`src/wsffa_pkg.sv`:
```
// Shared types and constants for the weekly slot first-fit allocator.
// Used by the controller, the datapath, the top level and the checker.
`timescale 1ns / 1ps
package wsffa_pkg;

  localparam int DAY_W   = 3;
  localparam int SLOT_W  = 7;
  localparam int MIN_W   = 11;
  localparam int LEN_W   = 8;
  localparam int LOAD_W  = 7;

  localparam logic [DAY_W-1:0]  ANY_DAY      = 3'd7;
  localparam logic [SLOT_W-1:0] START_RESET  = 7'd32;
  localparam logic [MIN_W:0]    SLOT_ROUND   = 12'd14;
  // floor(x / 15) == (x * 4370) >> 16 for every x below 2062
  localparam logic [12:0]       RECIP_15     = 13'd4370;
  localparam logic [LOAD_W-1:0] LOAD_MAX     = 7'd127;
  localparam logic [LEN_W-1:0]  LEN_MAX      = 8'd127;
  localparam logic              ST_PLACED    = 1'b0;
  localparam logic              ST_CONFLICT  = 1'b1;

  typedef struct packed {
    logic [DAY_W-1:0]  requested_day;
    logic [SLOT_W-1:0] requested_start;
    logic [MIN_W-1:0]  duration_minutes;
  } req_t;

  typedef struct packed {
    logic              status;
    logic [DAY_W-1:0]  placed_day;
    logic [SLOT_W-1:0] placed_start;
    logic [SLOT_W-1:0] length_slots;
  } res_t;

  typedef struct packed {
    logic             load;
    logic             sort_pass;
    logic             parity;
    logic             calc_win;
    logic             commit;
    logic             finish;
    logic             ok;
    logic [DAY_W-1:0] day_idx;
  } cmd_t;

  typedef struct packed {
    logic req_bad;
    logic any_day;
    logic found;
  } stat_t;

endpackage

```
`src/wsffa_ctrl.sv`:
```
// Sequencer for the allocator: sort passes, per-day scan and pick, result strobe.
// Depends on wsffa_pkg for the command and status structs.
`timescale 1ns / 1ps
module wsffa_ctrl #(
  parameter int DAYS = 7
) (
  input  logic           clk,
  input  logic           rst,
  input  logic           start,
  output logic           busy,
  output logic           done,
  input  wsffa_pkg::stat_t stat,
  output wsffa_pkg::cmd_t  cmd
);
  import wsffa_pkg::*;

  typedef enum logic [2:0] {S_IDLE, S_PREP, S_SORT, S_WIN, S_PICK} state_t;

  localparam logic [DAY_W-1:0] LAST_DAY = DAY_W'(DAYS - 1);

  state_t           state;
  logic [DAY_W-1:0] cnt;

  assign busy = (state != S_IDLE);

  always_comb begin
    cmd = '0;
    cmd.day_idx = cnt;
    cmd.parity  = cnt[0];
    unique case (state)
      S_IDLE: cmd.load = start;
      S_PREP: begin
        cmd.finish = stat.req_bad;
      end
      S_SORT: cmd.sort_pass = 1'b1;
      S_WIN:  cmd.calc_win = 1'b1;
      S_PICK: begin
        cmd.commit = stat.found;
        cmd.ok     = stat.found;
        cmd.finish = stat.found || !stat.any_day || (cnt == LAST_DAY);
      end
      default: cmd = '0;
    endcase
  end

  always_ff @(posedge clk) begin
    if (rst) begin
      state <= S_IDLE;
      cnt   <= '0;
      done  <= 1'b0;
    end else begin
      done <= cmd.finish;
      unique case (state)
        S_IDLE: if (start) state <= S_PREP;
        S_PREP: begin
          cnt <= '0;
          priority if (stat.req_bad) state <= S_IDLE;
          else if (stat.any_day && DAYS > 1) state <= S_SORT;
          else state <= S_WIN;
        end
        S_SORT: begin
          // one odd-even transposition pass per cycle, DAYS passes in all
          if (cnt == LAST_DAY) begin
            cnt   <= '0;
            state <= S_WIN;
          end else begin
            cnt <= cnt + 1'b1;
          end
        end
        S_WIN:  state <= S_PICK;
        S_PICK: begin
          if (cmd.finish) begin
            state <= S_IDLE;
          end else begin
            cnt   <= cnt + 1'b1;
            state <= S_WIN;
          end
        end
        default: state <= S_IDLE;
      endcase
    end
  end

endmodule

```
`config.mk`:
```
export PLATFORM = sky130hd
export DESIGN_NAME = wsffa_ctrl
export DESIGN_NICKNAME = d
export VERILOG_FILES = /design/src/wsffa_pkg.sv /design/src/wsffa_ctrl.sv
export SDC_FILE = /design/constraint.sdc
export NUM_CORES = 1
export LEC_CHECK = 0
export BUFFER_PORTS_ARGS = -buffer_cell sky130_fd_sc_hd__buf_2
export CORE_UTILIZATION = 35
export DETAILED_ROUTE_END_ITERATION = 7
export GPL_TIMING_DRIVEN = 0
export PLACE_DENSITY_LB_ADDON = 0.1
export SLEW_MARGIN = 20
export SYNTH_ARGS = -nofsm -noshare
export SYNTH_HDL_FRONTEND = slang
export SYNTH_SLANG_ARGS = --single-unit
```
`constraint.sdc`:
```
create_clock -name clk -period 3.1 [get_ports clk]
set_input_delay 0.62 -clock clk [delete_from_list [all_inputs] [get_ports clk]]
set_output_delay 0.62 -clock clk [all_outputs]
set_load 0.01 [all_outputs]
```
# == After elaboration in Yosys (flattened, before gate mapping) ==
# Index checks and enable logic that the tools add are counted.
# classes
add_sub_neg,1
eq_ne,8
n_mux,16
n_reduce_logical,9
# op_table
op,count
$mux 3,5
$pmux 3 s5,1
$pmux 3 s3,1
$eq 3x2->1 const B,2
$eq 3x3->1 const B,2
$mux 1,6
$ne 2x2->1 const B,3
$reduce_bool 3->1,2
$reduce_or 5->1,1
$mux 2,2
$reduce_and 2->1,2
$add 3x1->3 const B,1
$eq 3x1->1 const B,1
$logic_not 3->1,1
$logic_or 1x1->1,2
$pmux 1 s2,1
$logic_not 1->1,1
# totals
ff_bits,7
in_bits,6
output_inout_bits,12
word_cells,37

# == Longest topological paths before layout ==
# depth
word_depth,6
ltp_mapped,6
depth_no_buf,6

# == Worst setup path after synthesis ==
# OpenSTA, ideal clock, no wires.
# synth_timing
path_kind,input -> output
from,in stat[0] (netlist name)
to,out cmd[4] (netlist name)
t_arrival_ns,1.148
required_time_ns,2.480
setup_slack_ns,1.332
path_stages,3
n_path_buf,0
path_cell_list,nand2b_1 -> o211ai_1 -> a21oi_1
# synth_rtl
item,line,source
start: declaration,wsffa_ctrl.sv:12,"input wsffa_pkg::stat_t stat,"
end: declaration,wsffa_ctrl.sv:13,output wsffa_pkg::cmd_t cmd

==> flow_metrics.env <==
export IMPL_status="finished clean"
export IMPL_fin_tns_setup_ps=0
export IMPL_vdd_ir_drop_worst_v=0.000171
export IMPL_worstReg2RegEnd="cnt[2]$_SDFFE_PP0P_"
export IMPL_postRouteAntennaNets=0
export IMPL_ys_seq_area_frac=0.265
export IMPL_worstPathRequired_ps=2480
export IMPL_cap_violations=0
export IMPL_synth_edff_count=0
export IMPL_grt_ovfl_total=0
export IMPL_nets=95
export IMPL_htreeDepth=1
export IMPL_post_drt_wl_per_cell_um=10.4
export IMPL_reg2reg_slack_ps=1370
export IMPL_drive_gt1_frac=0.326
export IMPL_core_region_area_mm2=0.00135
export IMPL_cts_setup_buffers=0
export IMPL_leakage_nw=0.290
export IMPL_hp_start="cnt[0]$_SDFFE_PP0P_"
export IMPL_arrival_ps=1620
export IMPL_synthTopCellsByCount="dfxtp_1 (7), nor2_1 (7), a21oi_1 (6)"
export IMPL_worst_skew_pair_late_latency_ps=250
export IMPL_grt_pass1_vias=426
export IMPL_pre_cts_ws_ps=1100
export IMPL_r2r_start="cnt[0]$_SDFFE_PP0P_"
export IMPL_n_antenna_cell=0
export IMPL_cp_num_buf_inv=2
export IMPL_grt_max_degree=11
export IMPL_postRouteWirelength_um=1050
export IMPL_drtPass1Iterations=4
export IMPL_clockBufferDepth=2
export IMPL_yosysWarnings=0
export IMPL_finalClockSkew_ps=3.06
export IMPL_slowest_delay_ps=390
export IMPL_cts_resized=0
export IMPL_gp_congestion=0.815
export IMPL_ys_seq_elements=7
export IMPL_async_flop_share=0
export IMPL_worstHoldPathType="flop to flop"
export IMPL_num_vias=498
export IMPL_avgSynthCellArea_um2=8.02
export IMPL_p_per_area_mw_per_mm2=392
export IMPL_post_drt_via_cell_ratio=4.93
export IMPL_crit_type="flop to output pin"
export IMPL_startpoint_type="flop"
export IMPL_port_buffers=16
export IMPL_synthToLayoutAreaGrowth_pct=23.6
export IMPL_synth_main_ff_cell="dfxtp_1"
export IMPL_rsz0062_at_grt="no"
export IMPL_crit_family="flip-flops"
export IMPL_dieArea_mm2=0.00167
export IMPL_crit_slowest_cell="dfxtp_1"
export IMPL_whs_path_depth=1
export IMPL_clock_sinks=7
export IMPL_end_kind="output pin"
export IMPL_antenna_found_initial=0
export IMPL_cts_made_buffers=3
export IMPL_setup_ws_ps=861
export IMPL_synth_top_cell_area_share=0.265
export IMPL_hpwl_um=824
export IMPL_reg2reg_depth=6
export IMPL_syn_nets=74
export IMPL_setup_violations=0
export IMPL_root_buffer="clkbuf_4"
export IMPL_cts_hold_buf=0
export IMPL_drt_initial_drc_count=8
export IMPL_cts_tree="built"
export IMPL_netlist_instances=66
export IMPL_fin_crit_ps=2240
export IMPL_tightest_slew_ps=448
export IMPL_initial_utilization=0.392
export IMPL_row_count=13
export IMPL_fmax_mhz=447
export IMPL_maxSlewViolCount=0
export IMPL_hold_end="cnt[0]$_SDFFE_PP0P_"
export IMPL_drc_errors=0
export IMPL_synth_top_cells_by_area="dfxtp_1 (26%), a21oi_1 (5.7%), o32ai_4 (5.2%)"
export IMPL_hold_viol_final=0
export IMPL_synth_top_area_cell="dfxtp_1"
export IMPL_cp_max_fo=4
export IMPL_clkTransAtPathRegs_ps=50
export IMPL_slew_headroom=0.702
export IMPL_die_h_um=40.9
export IMPL_synth_distinct_cells=30
export IMPL_period_share=0.722
export IMPL_track_usage=0.157
export IMPL_syn_cell_area_um2=529
export IMPL_io_pins=18
export IMPL_die_w_um=40.9
export IMPL_cp_cell_sequence="inv_1 -> ha_1 -> and2_1 -> o211ai_1 -> a21oi_1 -> buf_2"
export IMPL_grt_pass1_wl_um=1700
-- cells by family (layout without fill, tap and decap cells) --
kind of cell,Yosys count,in the layout,synth area share
simple gates,30,30,0.336
compound gates,15,15,0.241
buf+inv,11,31,0.0945
flops,7,7,0.265
fa+ha+maj,2,2,0.0473
xor+xnor,1,1,0.0166
-- registers in the layout (all words and copies together) (netlist names) --
signal  flops
cnt         3
state       3
done        1
-- cell type report --
| type | count | area (um^2) |
|---|---|---|
| repair buffers | 16 | 80.1 |
| flip-flops and latches | 7 | 140 |
| multi-input cells | 48 | 339 |
| clock buffers | 4 | 26.3 |
| plain buffers | 6 | 31.3 |
| well taps | 15 | 18.8 |
| fillers | 154 | 696 |
| inverters | 5 | 18.8 |
-- worst max-delay path by stage --
| stage | startpoint | endpoint | cells past startpoint |
|---|---|---|---|
| 4_1_cts | state[2]$_SDFFE_PP0P_ | cmd[7] | 5 |
| 3_5_place_dp | stat[0] | cmd[4] | 5 |
| 3_3_place_gp | state[2]$_SDFFE_PP0P_ | cmd[7] | 5 |
| 5_1_grt | state[2]$_SDFFE_PP0P_ | cmd[7] | 5 |
| 6_report | cnt[0]$_SDFFE_PP0P_ | cmd[4] | 6 |
| 2_1_floorplan | stat[0] | cmd[4] | 3 |
-- layer usage --
| layer | track usage | vias to the layer above | share of wire |
|---|---|---|---|
| li1 | - | 266 | - |
| met1 | 0.186 | 215 | 0.46 |
| met2 | 0.254 | 17 | 0.47 |
| met3 | 0.0815 | 0 | 0.075 |
| met4 | 0.0250 | 0 | 0 |
| met5 | 0 | - | 0 |
-- report_power, final --
| part | switching [mW] | internal [mW] | leakage, nW | total (mW) |
|---|---|---|---|---|
| Sequential | 0.00383 | 0.0945 | 0.0569 | 0.0983 |
| Clock | 0.0340 | 0.0491 | 0.0150 | 0.0831 |
| Combinational | 0.0429 | 0.0321 | 0.218 | 0.0750 |
| Total | 0.0807 | 0.176 | 0.290 | 0.256 |
-- worst reg2reg max path: cells and delay by family, from the launching register on --
kind	cells	cell delay, ps
AOI/OAI and AO/OA	3	750
adders and majority gates	1	210
buffers and inverters	1	70
DFF	1	390
and+or+nand+nor	1	220
-- layout by cell type, fill, tap and decap left out --
master and n:
buf_2 17, nor2_1 7, dfxtp_1 7, a21oi_1 6
inv_1 5, and2_1 4, nand2b_1 3, clkbuf_1 3
or3_1 3, nor3_1 3, clkbuf_4 3, o21ai_0 2
nand2_1 2, nand3_1 2, ha_1 2, buf_4 2
nand3b_1 1, o211ai_1 1, and3_1 1, buf_1 1
or3b_4 1, xnor2_1 1, o32ai_4 1, nand3_4 1
o32ai_2 1, o31ai_2 1, nor3b_1 1, or2_2 1
a211oi_1 1, a21boi_0 1, o32ai_1 1
-- metrics by stage --
| stage | instances | cell area, um^2 | total power, mW | hold WS, ps | util |
|---|---|---|---|---|---|
| 3_3_place_gp | 97 | 628 | 0.176 | 506 | 0.465 |
| 2_1_floorplan | 66 | 529 | 0.156 | 474 | - |
| 3_5_place_dp | 97 | 628 | 0.176 | 514 | 0.465 |
| 5_1_grt | 101 | 654 | 0.277 | 532 | 0.485 |
| 6_report | 101 | 654 | 0.256 | 521 | 0.485 |
| 4_1_cts | 101 | 654 | 0.263 | 522 | 0.485 |
No activity file was read; power rests on OpenSTA's default activity.
